### config.mk
export PLATFORM = sky130hd
export DESIGN_NAME = triangle_primitive_assembly_top_flat
export DESIGN_NICKNAME = d
export VERILOG_FILES = /design/src/rtl/tpa_pkg.sv /design/src/rtl/tpa_req_if.sv /design/src/rtl/tpa_rsp_if.sv /design/src/rtl/tpa_csr.sv /design/src/rtl/tpa_core.sv /design/src/rtl/tpa_out_reg.sv /design/src/rtl/triangle_primitive_assembly_top.sv /design/src/flat_wrapper.sv
export SDC_FILE = /design/constraint.sdc
export NUM_CORES = 1
export LEC_CHECK = 0
export ABC_AREA = 1
export ABC_CLOCK_PERIOD_IN_PS = 16379
export BUFFER_PORTS_ARGS = -buffer_cell sky130_fd_sc_hd__buf_2
export CORE_MARGIN = 2
export CORE_UTILIZATION = 45
export DETAILED_ROUTE_END_ITERATION = 7
export GPL_TIMING_DRIVEN = 0
export PLACE_DENSITY = 0.66
export REMOVE_ABC_BUFFERS = 1
export SYNTH_ARGS = -nofsm -noshare
export SYNTH_HDL_FRONTEND = slang
export SYNTH_HIERARCHICAL = 1
export SYNTH_SLANG_ARGS = --single-unit
### constraint.sdc
create_clock -name clock -period 16.38 [get_ports clock]
set_clock_uncertainty 0.2 [all_clocks]
set_input_delay 0.819 -clock clock [delete_from_list [all_inputs] [get_ports clock]]
set_output_delay 0.819 -clock clock [all_outputs]
set_load 0.03 [all_outputs]
### src/rtl/tpa_pkg.sv
// Shared types and constants for triangle primitive assembly.
package tpa_pkg;

   localparam int unsigned FIELD_BITS = 32;
   localparam int unsigned CSR_INDEX_BITS = 1;
   localparam int unsigned CSR_DATA_BITS = 32;

   typedef enum logic [1:0] {
      MODE_LIST  = 2'd0,
      MODE_STRIP = 2'd1,
      MODE_FAN   = 2'd2,
      MODE_NONE  = 2'd3
   } mode_type;

   typedef enum logic [1:0] {
      STATUS_OK    = 2'd0,
      STATUS_RANGE = 2'd1,
      STATUS_SHORT = 2'd2
   } status_type;

   typedef enum logic [CSR_INDEX_BITS-1:0] {
      CSR_MODE   = 1'b0,
      CSR_VCOUNT = 1'b1
   } csr_index_type;

   typedef struct packed {
      mode_type              mode;
      logic [FIELD_BITS-1:0] vertex_count;
   } cfg_type;

   typedef struct packed {
      logic [FIELD_BITS-1:0] corner_a;
      logic [FIELD_BITS-1:0] corner_b;
      logic [FIELD_BITS-1:0] corner_c;
      logic                  has_triangle;
      logic                  run_done;
      status_type            run_status;
   } result_type;

endpackage

### src/rtl/tpa_req_if.sv
// Index channel: one vertex index per beat with a last-of-run mark.
interface tpa_req_if;
   import tpa_pkg::*;

   logic                  valid;
   logic                  ready;
   logic [FIELD_BITS-1:0] index_value;
   logic                  run_last;

   modport source (output valid, output index_value, output run_last, input ready);
   modport sink   (input valid, input index_value, input run_last, output ready);
endinterface

### src/rtl/tpa_rsp_if.sv
// Result channel: one triangle and/or run close per beat.
interface tpa_rsp_if;
   import tpa_pkg::*;

   logic                  valid;
   logic                  ready;
   logic [FIELD_BITS-1:0] corner_a;
   logic [FIELD_BITS-1:0] corner_b;
   logic [FIELD_BITS-1:0] corner_c;
   logic                  has_triangle;
   logic                  run_done;
   logic [1:0]            run_status;

   modport source (output valid, output corner_a, output corner_b, output corner_c,
                   output has_triangle, output run_done, output run_status, input ready);
   modport sink   (input valid, input corner_a, input corner_b, input corner_c,
                   input has_triangle, input run_done, input run_status, output ready);
endinterface

### src/rtl/tpa_csr.sv
// Configuration registers: assembly mode and vertex count.
module tpa_csr (
   input  logic                                 clock,
   input  logic                                 reset,
   input  logic                                 csr_we,
   input  logic [tpa_pkg::CSR_INDEX_BITS-1:0]   csr_index,
   input  logic [tpa_pkg::CSR_DATA_BITS-1:0]    csr_data,
   output tpa_pkg::cfg_type                     cfg
);
   import tpa_pkg::*;

   cfg_type cfg_ff, cfg_in;

   always_comb begin
      cfg_in = cfg_ff;
      if (csr_we) begin
         unique case (csr_index_type'(csr_index))
            CSR_MODE:   cfg_in.mode = mode_type'(csr_data[1:0]);
            CSR_VCOUNT: cfg_in.vertex_count = csr_data[FIELD_BITS-1:0];
            default:    cfg_in = cfg_ff;
         endcase
      end
   end

   always_ff @(posedge clock) begin
      if (reset) begin
         cfg_ff <= '{mode: MODE_LIST, vertex_count: '0};
      end else begin
         cfg_ff <= cfg_in;
      end
   end

   assign cfg = cfg_ff;
endmodule

### src/rtl/tpa_core.sv
// Run state and per-index triangle assembly logic.
module tpa_core #(
   parameter int unsigned INDEX_BITS = 32
) (
   input  logic                             clock,
   input  logic                             reset,
   input  logic                             beat,
   input  logic [tpa_pkg::FIELD_BITS-1:0]   index_value,
   input  logic                             run_last,
   input  tpa_pkg::cfg_type                 cfg,
   output logic                             produce,
   output tpa_pkg::result_type              result
);
   import tpa_pkg::*;

   logic [INDEX_BITS-1:0] first_ff, first_in;
   logic [INDEX_BITS-1:0] older_ff, older_in;
   logic [INDEX_BITS-1:0] newer_ff, newer_in;
   logic [1:0]            pos3_ff, pos3_in;
   logic                  odd_ff, odd_in;
   logic [1:0]            seen_ff, seen_in;
   logic                  error_ff, error_in;

   logic [INDEX_BITS-1:0] idx;
   logic                  surface;
   logic                  err_now;
   logic                  ok;
   logic                  tri_hit;
   logic [INDEX_BITS-1:0] ca, cb;
   logic [1:0]            pos3_next;
   logic [1:0]            seen_next;
   logic                  short_run;

   assign idx     = index_value[INDEX_BITS-1:0];
   assign surface = cfg.mode != MODE_NONE;
   assign err_now = error_ff | (surface && (FIELD_BITS'(idx) >= cfg.vertex_count));
   assign ok      = surface && !err_now;

   always_comb begin
      tri_hit = 1'b0;
      ca      = older_ff;
      cb      = newer_ff;
      unique case (cfg.mode)
         MODE_LIST:  tri_hit = ok && (pos3_ff == 2'd2);
         MODE_STRIP: begin
            tri_hit = ok && (seen_ff >= 2'd2);
            if (odd_ff) begin
               ca = newer_ff;
               cb = older_ff;
            end
         end
         MODE_FAN: begin
            tri_hit = ok && (seen_ff >= 2'd2);
            ca      = first_ff;
         end
         default: tri_hit = 1'b0;
      endcase
   end

   assign pos3_next = (pos3_ff >= 2'd2) ? 2'd0 : pos3_ff + 2'd1;
   assign seen_next = (seen_ff == 2'd3) ? 2'd3 : seen_ff + 2'd1;
   assign short_run = (cfg.mode == MODE_LIST) ? (pos3_next != 2'd0) : (seen_next != 2'd3);

   always_comb begin
      first_in = first_ff;
      older_in = older_ff;
      newer_in = newer_ff;
      pos3_in  = pos3_ff;
      odd_in   = odd_ff;
      seen_in  = seen_ff;
      error_in = error_ff;
      if (beat) begin
         if (seen_ff == 2'd0) begin
            first_in = idx;
         end
         if (cfg.mode == MODE_LIST) begin
            if (pos3_ff == 2'd0) begin
               older_in = idx;
            end else if (pos3_ff == 2'd1) begin
               newer_in = idx;
            end
         end else begin
            older_in = newer_ff;
            newer_in = idx;
         end
         pos3_in  = pos3_next;
         odd_in   = ~odd_ff;
         seen_in  = seen_next;
         error_in = err_now;
         if (run_last) begin
            first_in = '0;
            older_in = '0;
            newer_in = '0;
            pos3_in  = 2'd0;
            odd_in   = 1'b0;
            seen_in  = 2'd0;
            error_in = 1'b0;
         end
      end
   end

   always_ff @(posedge clock) begin
      if (reset) begin
         first_ff <= '0;
         older_ff <= '0;
         newer_ff <= '0;
         pos3_ff  <= 2'd0;
         odd_ff   <= 1'b0;
         seen_ff  <= 2'd0;
         error_ff <= 1'b0;
      end else begin
         first_ff <= first_in;
         older_ff <= older_in;
         newer_ff <= newer_in;
         pos3_ff  <= pos3_in;
         odd_ff   <= odd_in;
         seen_ff  <= seen_in;
         error_ff <= error_in;
      end
   end

   always_comb begin
      result              = '0;
      result.run_status   = STATUS_OK;
      result.has_triangle = tri_hit;
      result.run_done     = run_last;
      if (tri_hit) begin
         result.corner_a = FIELD_BITS'(ca);
         result.corner_b = FIELD_BITS'(cb);
         result.corner_c = FIELD_BITS'(idx);
      end
      if (run_last && surface) begin
         if (short_run) begin
            result.run_status = STATUS_SHORT;
         end else if (err_now) begin
            result.run_status = STATUS_RANGE;
         end
      end
   end

   assign produce = tri_hit | run_last;
endmodule

### src/rtl/tpa_out_reg.sv
// Result register between the assembly logic and the result channel.
module tpa_out_reg (
   input  logic                 clock,
   input  logic                 reset,
   input  logic                 in_valid,
   output logic                 in_ready,
   input  tpa_pkg::result_type  in_data,
   output logic                 out_valid,
   input  logic                 out_ready,
   output tpa_pkg::result_type  out_data
);
   import tpa_pkg::*;

   logic       valid_ff, valid_in;
   result_type data_ff;

   assign in_ready = !valid_ff || out_ready;

   always_comb begin
      valid_in = valid_ff;
      if (in_ready) begin
         valid_in = in_valid;
      end
   end

   always_ff @(posedge clock) begin
      if (reset) begin
         valid_ff <= 1'b0;
      end else begin
         valid_ff <= valid_in;
      end
   end

   always_ff @(posedge clock) begin
      if (in_ready && in_valid) begin
         data_ff <= in_data;
      end
   end

   assign out_valid = valid_ff;
   assign out_data  = data_ff;
endmodule

### src/rtl/triangle_primitive_assembly_top.sv
// Top level of triangle primitive assembly: config, assembly logic, result register.
//
//   channel  dir  beat payload
//   req      in   index_value, run_last
//   rsp      out  corner_a/b/c, has_triangle, run_done, run_status
//   csr      in   csr_we, csr_index, csr_data (write only)
//
// One index beat per cycle while req.ready is high; its result (if any) is shown the next cycle from the
// result register. req.ready drops only while the result register holds an untaken
// beat and rsp.ready is low. Synchronous reset clears run state, config and valid.
// Indices that close no triangle and no run make no result beat.
module triangle_primitive_assembly_top #(
   parameter int unsigned INDEX_BITS = 32
) (
   input  logic                                 clock,
   input  logic                                 reset,
   tpa_req_if.sink                              req,
   tpa_rsp_if.source                            rsp,
   input  logic                                 csr_we,
   input  logic [tpa_pkg::CSR_INDEX_BITS-1:0]   csr_index,
   input  logic [tpa_pkg::CSR_DATA_BITS-1:0]    csr_data
);
   import tpa_pkg::*;

   cfg_type    cfg;
   logic       beat;
   logic       produce;
   logic       in_ready;
   result_type core_result;
   result_type out_result;

   tpa_csr u_csr (
      .clock     (clock),
      .reset     (reset),
      .csr_we    (csr_we),
      .csr_index (csr_index),
      .csr_data  (csr_data),
      .cfg       (cfg)
   );

   assign req.ready = in_ready;
   assign beat      = req.valid && in_ready;

   tpa_core #(
      .INDEX_BITS (INDEX_BITS)
   ) u_core (
      .clock       (clock),
      .reset       (reset),
      .beat        (beat),
      .index_value (req.index_value),
      .run_last    (req.run_last),
      .cfg         (cfg),
      .produce     (produce),
      .result      (core_result)
   );

   tpa_out_reg u_out_reg (
      .clock     (clock),
      .reset     (reset),
      .in_valid  (beat && produce),
      .in_ready  (in_ready),
      .in_data   (core_result),
      .out_valid (rsp.valid),
      .out_ready (rsp.ready),
      .out_data  (out_result)
   );

   assign rsp.corner_a     = out_result.corner_a;
   assign rsp.corner_b     = out_result.corner_b;
   assign rsp.corner_c     = out_result.corner_c;
   assign rsp.has_triangle = out_result.has_triangle;
   assign rsp.run_done     = out_result.run_done;
   assign rsp.run_status   = out_result.run_status;
endmodule

### src/flat_wrapper.sv
// flat-port wrapper written by rule: the top's interface ports become plain ports
module triangle_primitive_assembly_top_flat import tpa_pkg::*;
#(
   parameter int unsigned INDEX_BITS = 32
)
  (clock, reset, csr_we, csr_index, csr_data, req_valid, req_index_value, req_run_last, req_ready, rsp_valid, rsp_corner_a, rsp_corner_b, rsp_corner_c, rsp_has_triangle, rsp_run_done, rsp_run_status, rsp_ready);
  tpa_req_if req_i ();
  tpa_rsp_if rsp_i ();
  input  logic clock;
  input  logic reset;
  input  logic csr_we;
  input  logic [tpa_pkg::CSR_INDEX_BITS-1:0] csr_index;
  input  logic [tpa_pkg::CSR_DATA_BITS-1:0] csr_data;
  input wire logic [$bits(req_i.valid)-1:0] req_valid;
  input wire logic [$bits(req_i.index_value)-1:0] req_index_value;
  input wire logic [$bits(req_i.run_last)-1:0] req_run_last;
  output wire logic [$bits(req_i.ready)-1:0] req_ready;
  output wire logic [$bits(rsp_i.valid)-1:0] rsp_valid;
  output wire logic [$bits(rsp_i.corner_a)-1:0] rsp_corner_a;
  output wire logic [$bits(rsp_i.corner_b)-1:0] rsp_corner_b;
  output wire logic [$bits(rsp_i.corner_c)-1:0] rsp_corner_c;
  output wire logic [$bits(rsp_i.has_triangle)-1:0] rsp_has_triangle;
  output wire logic [$bits(rsp_i.run_done)-1:0] rsp_run_done;
  output wire logic [$bits(rsp_i.run_status)-1:0] rsp_run_status;
  input wire logic [$bits(rsp_i.ready)-1:0] rsp_ready;
  assign req_i.valid = req_valid;
  assign req_i.index_value = req_index_value;
  assign req_i.run_last = req_run_last;
  assign req_ready = req_i.ready;
  assign rsp_valid = rsp_i.valid;
  assign rsp_corner_a = rsp_i.corner_a;
  assign rsp_corner_b = rsp_i.corner_b;
  assign rsp_corner_c = rsp_i.corner_c;
  assign rsp_has_triangle = rsp_i.has_triangle;
  assign rsp_run_done = rsp_i.run_done;
  assign rsp_run_status = rsp_i.run_status;
  assign rsp_i.ready = rsp_ready;
  triangle_primitive_assembly_top #(.INDEX_BITS(INDEX_BITS)) u_core (.clock(clock), .reset(reset), .req(req_i), .rsp(rsp_i), .csr_we(csr_we), .csr_index(csr_index), .csr_data(csr_data));
endmodule
# --- Word-level counts from Yosys, hierarchy flattened ---
# Index checks and enable logic that the tools add are counted.
word_totals:
  in_bits: 71
  out_inout_bits: 102
  register_bits: 237
classes:
  reduce_logical: 23
  n_bitwise: 5
  add_sub_neg: 2
  mux: 23
  n_lt_le_gt_ge: 3
  eq_ne: 10
op_table:
  columns: ["op", "n"]
  rows:
  - ["two-way mux 32 bit", 12]
  - ["one-hot mux 32 bit (2 select lines)", 1]
  - ["greater-or-equal comparator 32 bit", 1]
  - ["two-way mux 2 bit", 5]
  - ["logical AND 1 bit", 8]
  - ["AND reduction 2 bit", 4]
  - ["== test 2 bit (second input constant)", 3]
  - ["zero test 2 bit", 3]
  - ["!= test 3 x 2 -> 1 bit (second input constant)", 2]
  - ["adder 2 x 1 -> 2 bit (second input constant)", 2]
  - ["== test 2 x 1 -> 1 bit (second input constant)", 2]
  - ["greater-or-equal comparator 2 bit (second input constant)", 2]
  - ["two-way mux 1 bit", 4]
  - ["!= test 2 bit (second input constant)", 2]
  - ["nonzero test 2 bit", 2]
  - ["OR reduction 2 bit", 2]
  - ["!= test 3 bit (second input constant)", 1]
  - ["inverter 1 bit", 3]
  - ["AND reduction 3 bit", 1]
  - ["zero test 1 bit", 2]
  - ["bitwise OR 1 bit", 2]
  - ["one-hot mux 1 bit (2 select lines)", 1]
  - ["logical OR 1 bit", 1]

# --- Longest topological paths before layout ---
# Gate-level depths: netlist (run 1).
logic_depth:
  word_depth: 10
  mapped_depth: 22
  depth_no_buf: 20

# --- Cells and area by module ---
# Netlist (run 1), hierarchy kept.
modules_own_cells:
  columns: ["module", "cells_each", "instances", "area_per_inst_um2"]
  rows:
  - ["tpa_core", 1112, 1, 6729.0]
  - ["tpa_out_reg", 106, 1, 3050.4]
  - ["tpa_csr", 160, 1, 1385.1]
  - ["triangle_primitive_assembly_top", 4, 1, 17.5]

# --- Worst setup path before layout (run 1) ---
# No wires, ideal clock.
synth_timing:
  path_type: "input to register"
  startpoint: "in req_index_value[15]"
  endpoint: "reg u_core.u_out_reg.data_ff (netlist bit u_core/u_out_reg/out_data[0]) (enable)"
  setup_slack_ps: 8407
  cell_stages: 17
  path_buffers: 2
  setup_ps: 592
  arrival_time_ps: 7181
  path_cell_list: "ha_1 -> a21o_1 -> nor2_1 -> nand2_1 -> nor2_1 -> nand2_1 -> nand2_1 -> nand2_1 -> nand2_2 -> nand3_2 -> buf_4 -> buf_6 -> nand2_1 -> inv_1 -> nor2_2 -> inv_1 -> a21oi_1"
synth_via:
  elab_chain_len: 10
synth_rtl:
  columns: ["item", "line_no", "text"]
  rows:
  - ["start, declared", "flat_wrapper.sv:15", "input wire logic [$bits(req_i.index_value)-1:0] req_index_value;"]
  - ["greater-or-equal comparator 32 bit (*)", "tpa_core.sv:36", "assign err_now = error_ff | (surface && (FIELD_BITS'(idx) >= cfg.vertex_count));"]
  - ["logical AND 1 bit (*)", "tpa_core.sv:36", null]
  - ["bitwise OR 1 bit (*)", "tpa_core.sv:36", null]
  - ["zero test 1 bit (*)", "tpa_core.sv:37", "assign ok = surface && !err_now;"]
  - ["logical AND 1 bit (*)", "tpa_core.sv:37", null]
  - ["logical AND 1 bit, on equally long branches", "tpa_core.sv:46, tpa_core.sv:53, tpa_core.sv:44", null]
  - ["one-hot mux 1 bit (2 select lines) (*)", "tpa_core.sv:43", "unique case (cfg.mode)"]
  - ["bitwise OR 1 bit (*)", "tpa_core.sv:141", "assign produce = tri_hit | run_last;"]
  - ["net u_core.produce", "triangle_primitive_assembly_top.sv:27", "logic produce;"]
  - ["logical AND 1 bit (*)", "triangle_primitive_assembly_top.sv:60", ".in_valid (beat && produce),"]
  - ["logical AND 1 bit (*)", "tpa_out_reg.sv:35", "if (in_ready && in_valid) begin"]
  - ["end signal, assigned", "tpa_out_reg.sv:36", "data_ff <= in_data;"]
  - ["end, declared", "tpa_out_reg.sv:15", "result_type data_ff;"]
# The timed path passes the listed nets; every way through them passes the cells marked *.
# A chain may end at the register's enable or synchronous reset.

# --- Final worst setup path (run 1) ---
layout_timing:
  startpoint: "reg u_core.u_csr.cfg_ff (netlist bit u_core/u_csr/cfg[32])"
  endpoint: "reg u_core.u_out_reg.data_ff (netlist bit u_core/u_out_reg/out_data[41]) (enable)"
layout_via:
  elab_chain_len: 10
layout_rtl:
  columns: ["item", "line_no", "text"]
  rows:
  - ["start, declared", "tpa_csr.sv:12", "cfg_type cfg_ff, cfg_in;"]
  - ["start signal, assigned", "tpa_csr.sv:27", "cfg_ff <= '{mode: MODE_LIST, vertex_count: '0};"]
  - ["start signal, assigned", "tpa_csr.sv:29", "cfg_ff <= cfg_in;"]
  - ["!= test 2 bit", "tpa_core.sv:35", "assign surface = cfg.mode != MODE_NONE;"]
  - ["logical AND 1 bit", "tpa_core.sv:36", null]
  - ["bitwise OR 1 bit", "tpa_core.sv:36", null]
  - ["zero test 1 bit", "tpa_core.sv:37", null]
  - ["logical AND 1 bit", "tpa_core.sv:37", null]
  - ["logical AND 1 bit, on equally long branches", "tpa_core.sv:46, tpa_core.sv:53, tpa_core.sv:44", null]
  - ["one-hot mux 1 bit (2 select lines) (*)", "tpa_core.sv:43", null]
  - ["bitwise OR 1 bit (*)", "tpa_core.sv:141", null]
  - ["net u_core.produce", "triangle_primitive_assembly_top.sv:27", null]
  - ["logical AND 1 bit (*)", "triangle_primitive_assembly_top.sv:60", null]
  - ["logical AND 1 bit (*)", "tpa_out_reg.sv:35", null]
# Marked as above.

==> flow_metrics.py, run 1 <==
metrics = {
    "synthesis": {
        "ys_ff_latch": 237,
        "synthFlopType": "dfxtp_1",
        "syn_inst": 1382,
        "postSynthAreaPerCell_um2": 8.09,
        "async_flop_share": 0,
        "synth_edf_count": 100,
        "seq_area_frac_synth": 0.514,
        "netlist_area_um2": 11200,
        "yosysUniqueCellTypes": 27,
        "ys_warn_count": 6,
    },
    "cells_and_area": {
        "stdcell_area_um2": 13000,
        "fin_cells": 1847,
        "drive_above_1_share": 0.171,
        "layout.cells.most_common": "o21ai_0",
        "mostFrequentLayoutCells": "o21ai_0, nor2_1, inv_1, nand2_1, buf_2",
        "fill_cells": 2357,
        "final_nets": 1612,
        "area_growth_syn_to_layout_pct": 16.4,
    },
    "place": {
        "place_area_um2": 12300,
        "place_ws_ns": 11.80,
        "gp_congestion": 0.747,
        "portBuffers": 172,
        "dp_hpwl_um": 18300,
        "dp_cells": 1801,
    },
    "power": {
        "p_switching_w": 0.000396,
        "p_int_w": 0.00102,
        "p_leak_nw": 5.46,
        "clkPwrFrac": 0.372,
        "max-vdd-ir-drop_mv": 0.0587,
        "power_density_nw_per_um2": 109,
        "switching_share": 0.279,
        "seqPwrFrac": 0.473,
        "comb_power_share": 0.155,
    },
    "timing": {
        "period_share": 0.257,
        "hold_viol": 0,
        "fin_ws_ns": 12.17,
        "rsz0062_at_grt": "no",
        "drv_slew": 0,
        "setup_viol": 0,
        "fin_crit_ns": 4.21,
        "tightest_slew_ns": 1.27,
        "fmax_mhz": 238,
        "final.setup.tns_ns": 0,
        "relSlewSlack": 0.155,
    },
    "route": {
        "drt_iter0_drc": 556,
        "drc": 0,
        "wire_per_inst_um": 15.2,
        "vias_per_cell": 5.06,
        "via_count": 9347,
        "ant_nets": 0,
        "routed_wl_um": 28100,
        "drtPass1Iterations": 8,
    },
    "floorplan": {
        "die_w_um": 162,
        "die-height_um": 162,
        "start_util": 0.458,
        "core_area_um2": 24400,
        "dieArea_um2": 26100,
        "num_rows": 57,
        "pin_count": 173,
    },
    "worst_setup_path": {
        "crit_path_top_delay_cell": "ha_2",
        "r2r_start": "u_core/u_csr/cfg[32]$_SDFFE_PP0P_",
        "worstReg2RegEnd": "u_core/u_out_reg/out_data[41]$_DFFE_PP_",
        "start_kind": "flip-flop",
        "reg2reg_depth": 12,
        "worstSetupEndpointType": "flip-flop",
        "path_max_fanout": 49,
        "critPathKind": "flip-flop to flip-flop",
        "worst_ep_arrival_time_ns": 4.21,
        "r2r_slack_ns": 12.17,
        "cp_common_cell": "inv_1",
        "path_cells": "inv_1 -> ha_2 -> a21oi_1 -> nor2_1 -> nand3_4 -> nand2_1 -> inv_1 -> nor2_2 -> inv_1 -> a21oi_4 -> buf_16 -> buf_12",
        "slowest_delay_ns": 0.87,
        "critPathRequiredTime_ns": 16.39,
    },
    "clocking": {
        "cts_made_buffers": 25,
        "clk_pin_slew_ns": 0.06,
        "cts.repair.resized": 0,
        "clock_sinks": 237,
        "cts_buffer_depth": 3,
        "post_cts_buffers": 0,
        "htree_levels": 1,
        "cts_tree": "built",
        "cts_root_buf": "clkbuf_16",
        "holdBufCountCts": 0,
        "clock_latency_ns": 0.51,
    },
    "global_route": {
        "grt_max_degree": 97,
        "grt_use_total": 0.215,
        "grt_pass1_vias": 8946,
        "grt_overflow": 0,
        "grt_first_pass_wirelength_um": 45300,
        "antenna_found_initial": 1,
    },
    "worst_hold_path": {
        "hold_class": "flip-flop to flip-flop",
        "min_to": "u_core/u_core/older_ff[18]$_SDFFE_PP0P_",
        "hold_start": "u_core/u_core/older_ff[18]$_SDFFE_PP0P_",
        "min_path_cells": 2,
    },
    "outcome": {
        "status": "finished clean",
    },
    "job": {
        "maxCapViolations": 0,
    },
}
==> final cells by class <==
type / count / area (um^2) / share of cell area
clock buffer: 31 / 658 / 0.0505
tap: 324 / 405 / 0.0311
antenna: 1 / 2.50 / 0.000192
timing repair buffer: 184 / 1090 / 0.0838
multi-input combinational: 863 / 4300 / 0.330
clock inverter: 14 / 93.8 / 0.00721
inverter: 193 / 724 / 0.0556
sequential: 237 / 5750 / 0.441
==> power by group through the flow <==
stage / registers [W] / clock network [W] / logic, W
3_5_place_dp: 0.000683 / 0 / 0.000221
6_report: 0.000671 / 0.000527 / 0.000220
4_1_cts: 0.000671 / 0.000540 / 0.000222
3_3_place_gp: 0.000687 / 0 / 0.000206
2_1_floorplan: 0.000711 / 0 / 0.000110
5_1_grt: 0.000675 / 0.000564 / 0.000247
==> cells in the mapped netlist, types with 2 or more instances <==
cell | number | area [um^2]
a211oi_1 | 3 | 22.5
ha_1 | 37 | 463
a21o_1 | 2 | 15.0
o21ai_0 | 228 | 1140
nor2_1 | 207 | 777
nand4_1 | 2 | 12.5
nor2_2 | 11 | 68.8
o31ai_4 | 2 | 42.5
nand3_1 | 31 | 155
buf_2 | 10 | 50.1
buf_6 | 13 | 146
inv_2 | 3 | 11.3
dfxtp_1 | 137 | 2740
inv_1 | 190 | 713
clkbuf_1 | 62 | 233
a21oi_2 | 8 | 70.1
buf_4 | 3 | 22.5
o21a_1 | 2 | 15.0
nand2_1 | 179 | 672
nand3_2 | 5 | 50.1
a21oi_1 | 141 | 706
edfxtp_1 | 100 | 3000
nand2_2 | 2 | 12.5
==> worst max-delay path, delay by kind of cell (launching register included) <==
kind	cells	cell delay, ns
and+or+nand+nor	4	0.98
adders and majority gates	1	0.87
buffers and inverters	5	0.70
AOI/OAI and AO/OA	2	0.67
DFF	1	0.40
==> routing by layer <==
layer,track usage,up-vias,wire (um)
li1,-,4723,-
met1,0.288,4331,12800
met2,0.370,258,13200
met3,0.0303,35,1620
met4,0.0467,0,445
met5,0,-,0
==> worst max path at each step <==
stage / from / endpoint / slack, ns
finish: u_core/u_csr/cfg[32]$_SDFFE_PP0P_ / u_core/u_out_reg/out_data[41]$_DFFE_PP_ / 12.17
global route: u_core/u_csr/cfg[33]$_SDFFE_PP0P_ / u_core/u_out_reg/out_data[41]$_DFFE_PP_ / 11.79
CTS: u_core/u_csr/cfg[33]$_SDFFE_PP0P_ / u_core/u_out_reg/out_data[41]$_DFFE_PP_ / 12.06
detailed placement: req_run_last / u_core/u_out_reg/out_data[41]$_DFFE_PP_ / 11.80
global placement: u_core/u_csr/cfg[32]$_SDFFE_PP0P_ / u_core/u_out_reg/out_data[14]$_DFFE_PP_ / 4.44
floorplan: req_index_value[15] / u_core/u_out_reg/out_data[0]$_DFFE_PP_ / 7.56
==> stage by stage <==
| stage | util | hold WS, ns | total power (W) |
|---|---|---|---|
| 5_1_grt | 0.534 | 0.277 | 0.00149 |
| 2_1_floorplan | - | 0.235 | 0.000822 |
| 3_3_place_gp | 0.492 | 0.245 | 0.000893 |
| 3_5_place_dp | 0.503 | 0.250 | 0.000904 |
| 4_1_cts | 0.534 | 0.259 | 0.00143 |
| 6_report | 0.534 | 0.256 | 0.00142 |
==> flip-flops by register name, indices dropped and copies added (netlist names) <==
signal and flops:
u_core/u_core/error_ff 1, u_core/u_core/first_ff 32, u_core/u_core/newer_ff 32, u_core/u_core/odd_ff 1
u_core/u_core/older_ff 32, u_core/u_core/pos3_ff 2, u_core/u_core/seen_ff 2, u_core/u_csr/cfg 34
u_core/u_out_reg/out_data 100, u_core/u_out_reg/out_valid 1
==> cells by family after synthesis <==
| family | share of synthesized area |
|---|---|
| and+or+nand+nor | 0.159 |
| AOI/OAI and AO/OA | 0.181 |
| buffers and inverters | 0.106 |
| DFF | 0.514 |
| adders and majority gates | 0.0414 |
Power figures use the tool's default switching activity.
==> inputs of run 2 (changes only) <==
- ABC_AREA: 1 -> 0
- ABC_CLOCK_PERIOD_IN_PS: 16379 -> 4250
- PLACE_DENSITY: 0.66 -> 0.65
- clock period: 16.38 -> 4.25 ns (I/O delays scaled with it)
==> run 2 against run 1 <==
  * Wire length rose by 13%
  * Via count is 0.36% lower
  * Critical path depth fell by 1
  * Highest routed layer unchanged
==> flow_metrics.py, run 2 <==
metrics = {
    "power": {
        "p_switching_w": 0.00140,
        "seqPwrFrac": 0.461,
        "p_leak_nw": 5.51,
        "switching_share": 0.257,
        "clkPwrFrac": 0.407,
        "max-vdd-ir-drop_mv": 0.258,
        "power_density_nw_per_um2": 380,
        "p_int_w": 0.00404,
        "comb_power_share": 0.132,
    },
    "cells_and_area": {
        "utilization": 0.570,
        "area_growth_syn_to_layout_pct": 24.4,
        "stdcell_area_um2": 14300,
        "layout.cells.most_common": "buf_2",
        "largest_reg_flops": 100,
        "mostFrequentLayoutCells": "buf_2, nand2_1, dfxtp_1, a21oi_1, edfxtp_1",
        "fill_cells": 2296,
        "seqCellArea_um2": 5750,
        "drive_above_1_share": 0.210,
        "final_nets": 1457,
        "multiInputGateArea_um2": 5180,
    },
    "synthesis": {
        "netlist_area_um2": 11500,
        "postSynthAreaPerCell_um2": 9.99,
        "synth_area_leaders": "edfxtp_1, dfxtp_1, mux2i_1, a21oi_1, nand2_1",
        "yosysUniqueCellTypes": 45,
        "synthFlopType": "dfxtp_1",
        "async_flop_share": 0,
        "ys_ff_latch": 237,
        "seq_area_frac_synth": 0.499,
        "synth_most_common_cell": "nand2_1",
        "synth_edf_count": 100,
        "ys_warn_count": 6,
        "syn_inst": 1152,
        "yosysTopAreaCell": "edfxtp_1",
        "yosys-top-cells-count": "nand2_1, dfxtp_1, a21oi_1",
        "synth_top_area_share": 0.261,
    },
    "timing": {
        "hold_viol": 0,
        "fmax_mhz": 248,
        "relSlewSlack": 0.125,
        "fin_crit_ns": 4.02,
        "tightest_slew_ns": 1.31,
        "rsz0062_at_grt": "no",
        "hold_slack_ns": 0.240,
        "drv_slew": 0,
        "period_share": 0.947,
        "setup_viol": 0,
        "fin_ws_ns": 0.225,
        "final.setup.tns_ns": 0,
    },
    "worst_setup_path": {
        "r2r_slack_ns": 0.23,
        "crit_path_top_delay_cell": "and2_4",
        "worst_ep_arrival_time_ns": 3.98,
        "slowest_delay_ns": 0.69,
        "path_cells": "inv_1 -> ha_4 -> buf_12 -> nor3b_1 -> a21oi_1 -> nor3_1 -> nand4bb_4 -> buf_12 -> o21bai_2 -> and3_1 -> and2_4",
        "critPathRequiredTime_ns": 4.20,
        "worstReg2RegEnd": "u_core/u_out_reg/out_data[45]$_DFFE_PP_",
        "r2r_start": "u_core/u_csr/cfg[32]$_SDFFE_PP0P_",
        "cp_common_cell": "buf_12",
        "path_max_fanout": 50,
        "start_kind": "flip-flop",
        "reg2reg_depth": 11,
        "worstSetupEndpointType": "flip-flop",
        "critPathKind": "flip-flop to flip-flop",
    },
    "clocking": {
        "clock_latency_ns": 0.53,
        "cts_root_buf": "clkbuf_16",
        "post_cts_buffers": 0,
        "clock_sinks": 237,
        "cts_tree": "built",
        "cts_made_buffers": 26,
        "htree_levels": 1,
        "cts_buffer_depth": 3,
        "clk_pin_slew_ns": 0.06,
    },
    "route": {
        "wire_per_inst_um": 18.7,
        "drt_iter0_drc": 634,
        "ant_nets": 0,
        "vias_per_cell": 5.48,
        "drc": 0,
        "via_count": 9313,
        "routed_wl_um": 31700,
        "drtPass1Iterations": 5,
    },
    "job": {
        "maxCapViolations": 0,
    },
    "place": {
        "gp_congestion": 0.778,
        "dp_hpwl_um": 18200,
        "place_ws_ns": -0.355,
        "portBuffers": 172,
        "place_area_um2": 12700,
    },
    "global_route": {
        "met1_usage": 0.317,
        "grt_first_pass_wirelength_um": 49300,
        "grtUsageMet2": 0.393,
        "grt_pass1_vias": 8990,
        "antenna_found_initial": 0,
        "grt_max_degree": 86,
        "grt_overflow": 0,
        "grt_use_total": 0.234,
        "top_usage_layer": "met2",
        "met3_usage": 0.0321,
    },
    "worst_hold_path": {
        "hold_class": "primary input to flip-flop",
        "min_to": "u_core/u_core/pos3_ff[1]$_SDFFE_PP0P_",
        "min_path_cells": 4,
        "hold_start": "req_valid",
    },
    "floorplan": {
        "pin_count": 173,
        "die_w_um": 164,
        "core_area_um2": 25100,
        "num_rows": 58,
        "dieArea_um2": 26900,
        "start_util": 0.458,
        "die-height_um": 164,
    },
    "outcome": {
        "status": "finished clean",
    },
}
## run 2: cell types whose count changed after synthesis, sizes merged, moves of 32 or more
cell,previous run,this run
nand2,182,138
nor2b,0,34
a22oi,0,32
inv,193,38
nor2,218,45
nor3,1,101
o21ai,228,10
nor3b,0,32
mux2i,0,71
a22o,0,32
## run 2: cell type report
type / count / share of cell area
tap: 330 / 0.0288
multi-input combinational: 778 / 0.362
antenna: 1 / 0.000175
sequential: 237 / 0.401
clock buffer: 44 / 0.0551
timing repair buffer: 268 / 0.140
inverter: 38 / 0.00996
clock inverter: 4 / 0.00306
## run 2: logic make-up (layout without fill, tap and decap cells)
logic type,count (synthesis),in the layout,synth area share
AND/OR/NAND/NOR,406,407,0.179
AO/OA/AOI/OAI,263,263,0.160
flip-flops,237,237,0.499
buffers and inverters,138,354,0.0593
multiplexers,71,71,0.0618
adder cells (fa/ha/maj),37,37,0.0402
other,0,1,0
## run 2: what timing repair did
item / CTS / global route
resized for setup: 1 / 1
cloned: 1 / 0
pin swaps: 0 / 1
setup endpoints to repair: 100 / 100
hold buffers: 80 / 0
endpoints found under the hold margin: 160 / 0
## run 2: worst max path at each step
| stage | startpoint | endpoint | slack [ns] | cells after the start |
|---|---|---|---|---|
| 6_report | u_core/u_csr/cfg[32]$_SDFFE_PP0P_ | u_core/u_out_reg/out_data[45]$_DFFE_PP_ | 0.23 | 11 |
| 3_3_place_gp | u_core/u_csr/cfg[32]$_SDFFE_PP0P_ | u_core/u_out_reg/out_data[70]$_DFFE_PP_ | -5.20 | 8 |
| 2_1_floorplan | u_core/u_csr/cfg[30]$_SDFFE_PP0P_ | u_core/u_out_reg/out_data[0]$_DFFE_PP_ | -2.07 | 8 |
| 5_1_grt | u_core/u_csr/cfg[32]$_SDFFE_PP0P_ | u_core/u_out_reg/out_data[45]$_DFFE_PP_ | 0.01 | 11 |
| 3_5_place_dp | u_core/u_csr/cfg[32]$_SDFFE_PP0P_ | u_core/u_out_reg/out_data[70]$_DFFE_PP_ | -0.36 | 10 |
| 4_1_cts | u_core/u_csr/cfg[32]$_SDFFE_PP0P_ | u_core/u_out_reg/out_data[73]$_DFFE_PP_ | 0.02 | 11 |
## run 2: per-stage QoR
| step | cells | power, W |
|---|---|---|
| after floorplan | 1052 | 0.00292 |
| after global placement | 1554 | 0.00317 |
| after detailed placement | 1570 | 0.00321 |
| after CTS | 1699 | 0.00549 |
| after global routing | 1699 | 0.00565 |
| final | 1700 | 0.00544 |
## run 2: critical path: cells and delay by family (launching register included)
family                     cells  cell delay [ns]
and+or+nand+nor                5             1.79
buffers and inverters          3             0.65
DFF                            1             0.41
AOI/OAI and AO/OA              2             0.21
adders and majority gates      1             0.35
## run 2: power by group through the flow
stage | clock (W) | sequential [W] | combinational (W)
3_5_place_dp | 0 | 0.00255 | 0.000656
5_1_grt | 0.00236 | 0.00251 | 0.000782
3_3_place_gp | 0 | 0.00255 | 0.000619
6_report | 0.00222 | 0.00251 | 0.000720
4_1_cts | 0.00226 | 0.00251 | 0.000719
2_1_floorplan | 0 | 0.00261 | 0.000307
## run 2: layer usage
metal  vias up  wire, um
met3        43      1990
met4         0       499
met1      4469     14000
met2       299     15200
li1       4502         -
met5         -         0
==> inputs of run 3 (changes only) <==
- REMOVE_ABC_BUFFERS: 1 -> unset
==> run 3 against run 2 <==
  * Setup slack got worse by 0.043 ns
  * Critical path depth rose by 2
  * Register-to-register slack got worse by 0.04 ns
  * Maximum frequency fell by 1.1%
==> flow_metrics.py, run 3 (synthesis gave the netlist of run 2 again) <==
metrics = {
    "route": {
        "routed_wl_um": 33300,
        "wire_per_inst_um": 18.3,
        "drtPass1Iterations": 7,
        "via_count": 9808,
        "drc": 0,
        "ant_nets": 0,
        "vias_per_cell": 5.38,
        "drt_iter0_drc": 771,
    },
    "synthesis": {
        "synth_fp_nets": 1260,
    },
    "clocking": {
        "clock_latency_ns": 0.52,
        "cts_made_buffers": 25,
        "clock_sinks": 237,
        "post_cts_buffers": 0,
        "cts_root_buf": "clkbuf_16",
        "clk_pin_slew_ns": 0.06,
        "cts_tree": "built",
        "htree_levels": 1,
        "cts_buffer_depth": 3,
    },
    "power": {
        "p_int_w": 0.00395,
        "clkPwrFrac": 0.391,
        "seqPwrFrac": 0.471,
        "power_density_nw_per_um2": 360,
        "switching_share": 0.259,
        "max-vdd-ir-drop_mv": 0.229,
        "p_leak_nw": 5.76,
        "p_switching_w": 0.00138,
        "comb_power_share": 0.138,
    },
    "cells_and_area": {
        "largest_reg_flops": 100,
        "final_nets": 1584,
        "drive_above_1_share": 0.203,
        "area_growth_syn_to_layout_pct": 28.7,
        "mostFrequentLayoutCells": "buf_2, nand2_1, dfxtp_1, dlygate4sd3_1, a21oi_1",
        "fill_cells": 2229,
        "antenna_cells": 0,
        "layout.cells.most_common": "buf_2",
    },
    "floorplan": {
        "dieArea_um2": 26900,
        "die_w_um": 164,
        "num_rows": 58,
        "die-height_um": 164,
        "core_area_um2": 25100,
        "start_util": 0.458,
        "pin_count": 173,
    },
    "global_route": {
        "grt_first_pass_wirelength_um": 51500,
        "antenna_found_initial": 1,
        "grt_use_total": 0.246,
        "grt_max_degree": 51,
        "grt_pass1_vias": 9413,
        "grt_overflow": 0,
    },
    "timing": {
        "tightest_slew_ns": 0.968,
        "rsz0062_at_grt": "no",
        "hold_slack_ns": 0.232,
        "fin_crit_ns": 4.07,
        "drv_slew": 0,
        "hold_viol": 0,
        "relSlewSlack": 0.351,
        "period_share": 0.957,
        "fin_ws_ns": 0.183,
        "setup_viol": 0,
        "fmax_mhz": 246,
    },
    "worst_setup_path": {
        "worst_ep_arrival_time_ns": 4.01,
        "reg2reg_depth": 13,
        "start_kind": "flip-flop",
        "worstReg2RegEnd": "u_core/u_out_reg/out_data[60]$_DFFE_PP_",
        "critPathRequiredTime_ns": 4.20,
        "path_max_fanout": 50,
        "critPathKind": "flip-flop to flip-flop",
        "r2r_start": "u_core/u_csr/cfg[32]$_SDFFE_PP0P_",
        "r2r_slack_ns": 0.18,
        "worstSetupEndpointType": "flip-flop",
    },
    "place": {
        "dp_hpwl_um": 22700,
        "gp_congestion": 0.875,
        "place_ws_ns": -0.0652,
        "portBuffers": 170,
    },
    "worst_hold_path": {
        "hold_class": "primary input to flip-flop",
        "min_path_cells": 5,
        "hold_start": "req_valid",
        "min_to": "u_core/u_core/first_ff[0]$_SDFFE_PP0P_",
    },
    "job": {
        "maxCapViolations": 0,
    },
    "outcome": {
        "status": "finished clean",
    },
}
[run 3: stage by stage]
stage	cell area, um^2	setup TNS [ns]	util	std cells	total power (W)
CTS	14800	0	0.590	1824	0.00535
finish	14800	0	0.590	1824	0.00533
floorplan	11500	0	-	1152	0.00298
global placement	12800	0	0.509	1652	0.00319
global route	14800	0	0.590	1824	0.00553
detailed placement	12800	-5.62	0.509	1652	0.00320
[run 3: power groups by stage]
stage | Combinational, W | Clock [W] | Sequential (W)
finish | 0.000736 | 0.00209 | 0.00251
global placement | 0.000629 | 0 | 0.00256
floorplan | 0.000372 | 0 | 0.00261
CTS | 0.000725 | 0.00212 | 0.00251
global route | 0.000797 | 0.00221 | 0.00252
detailed placement | 0.000640 | 0 | 0.00256
[run 3: critical path, stage by stage (launching register included)]
cell and delay, ns:
dfxtp_1 0.43, inv_1 0.09, ha_1 0.30, clkbuf_1 0.24
nor3b_1 0.27, a21oi_1 0.08, nor3_1 0.17, nand4bb_1 0.12
buf_4 0.22, buf_8 0.17, buf_8 0.15, o21bai_2 0.24
and3_1 0.33, and2_4 0.65
[run 3: worst max-delay path by stage]
stage | from | end | slack (ns) | cells past startpoint
floorplan | u_core/u_csr/cfg[23]$_SDFFE_PP0P_ | u_core/u_out_reg/out_data[0]$_DFFE_PP_ | 0.84 | 12
global placement | u_core/u_csr/cfg[32]$_SDFFE_PP0P_ | u_core/u_out_reg/out_data[36]$_DFFE_PP_ | 0.04 | 13
detailed placement | u_core/u_csr/cfg[32]$_SDFFE_PP0P_ | u_core/u_out_reg/out_data[38]$_DFFE_PP_ | -0.07 | 13
CTS | u_core/u_csr/cfg[32]$_SDFFE_PP0P_ | u_core/u_out_reg/out_data[60]$_DFFE_PP_ | 0.27 | 13
global route | u_core/u_csr/cfg[32]$_SDFFE_PP0P_ | u_core/u_out_reg/out_data[81]$_DFFE_PP_ | 0.04 | 13
finish | u_core/u_csr/cfg[32]$_SDFFE_PP0P_ | u_core/u_out_reg/out_data[60]$_DFFE_PP_ | 0.18 | 13
[run 3: layout make-up]
cell class              instances  area (um^2)  share of cell area
plain buffers                 100          539              0.0364
repair buffers                296         2110               0.143
flip-flops and latches        237         5750               0.388
well taps                     330          413              0.0279
clock buffers                  36          707              0.0477
multi-input cells             778         5090               0.343
clock inverters                 9         65.1             0.00439
inverters                      38          143             0.00963
[run 3: metal layers]
metal / share of wire / global-route usage
met1: 0.45 / 0.348
met2: 0.46 / 0.405
met3: 0.072 / 0.0283
met4: 0.016 / 0.0566
met5: 0 / 0
[run 3: what timing repair did]
action                                  CTS  global route
hold buffers                            126             0
endpoints found under the setup margin  100             0
resized for setup                         1             0
hold endpoints to repair                132             0
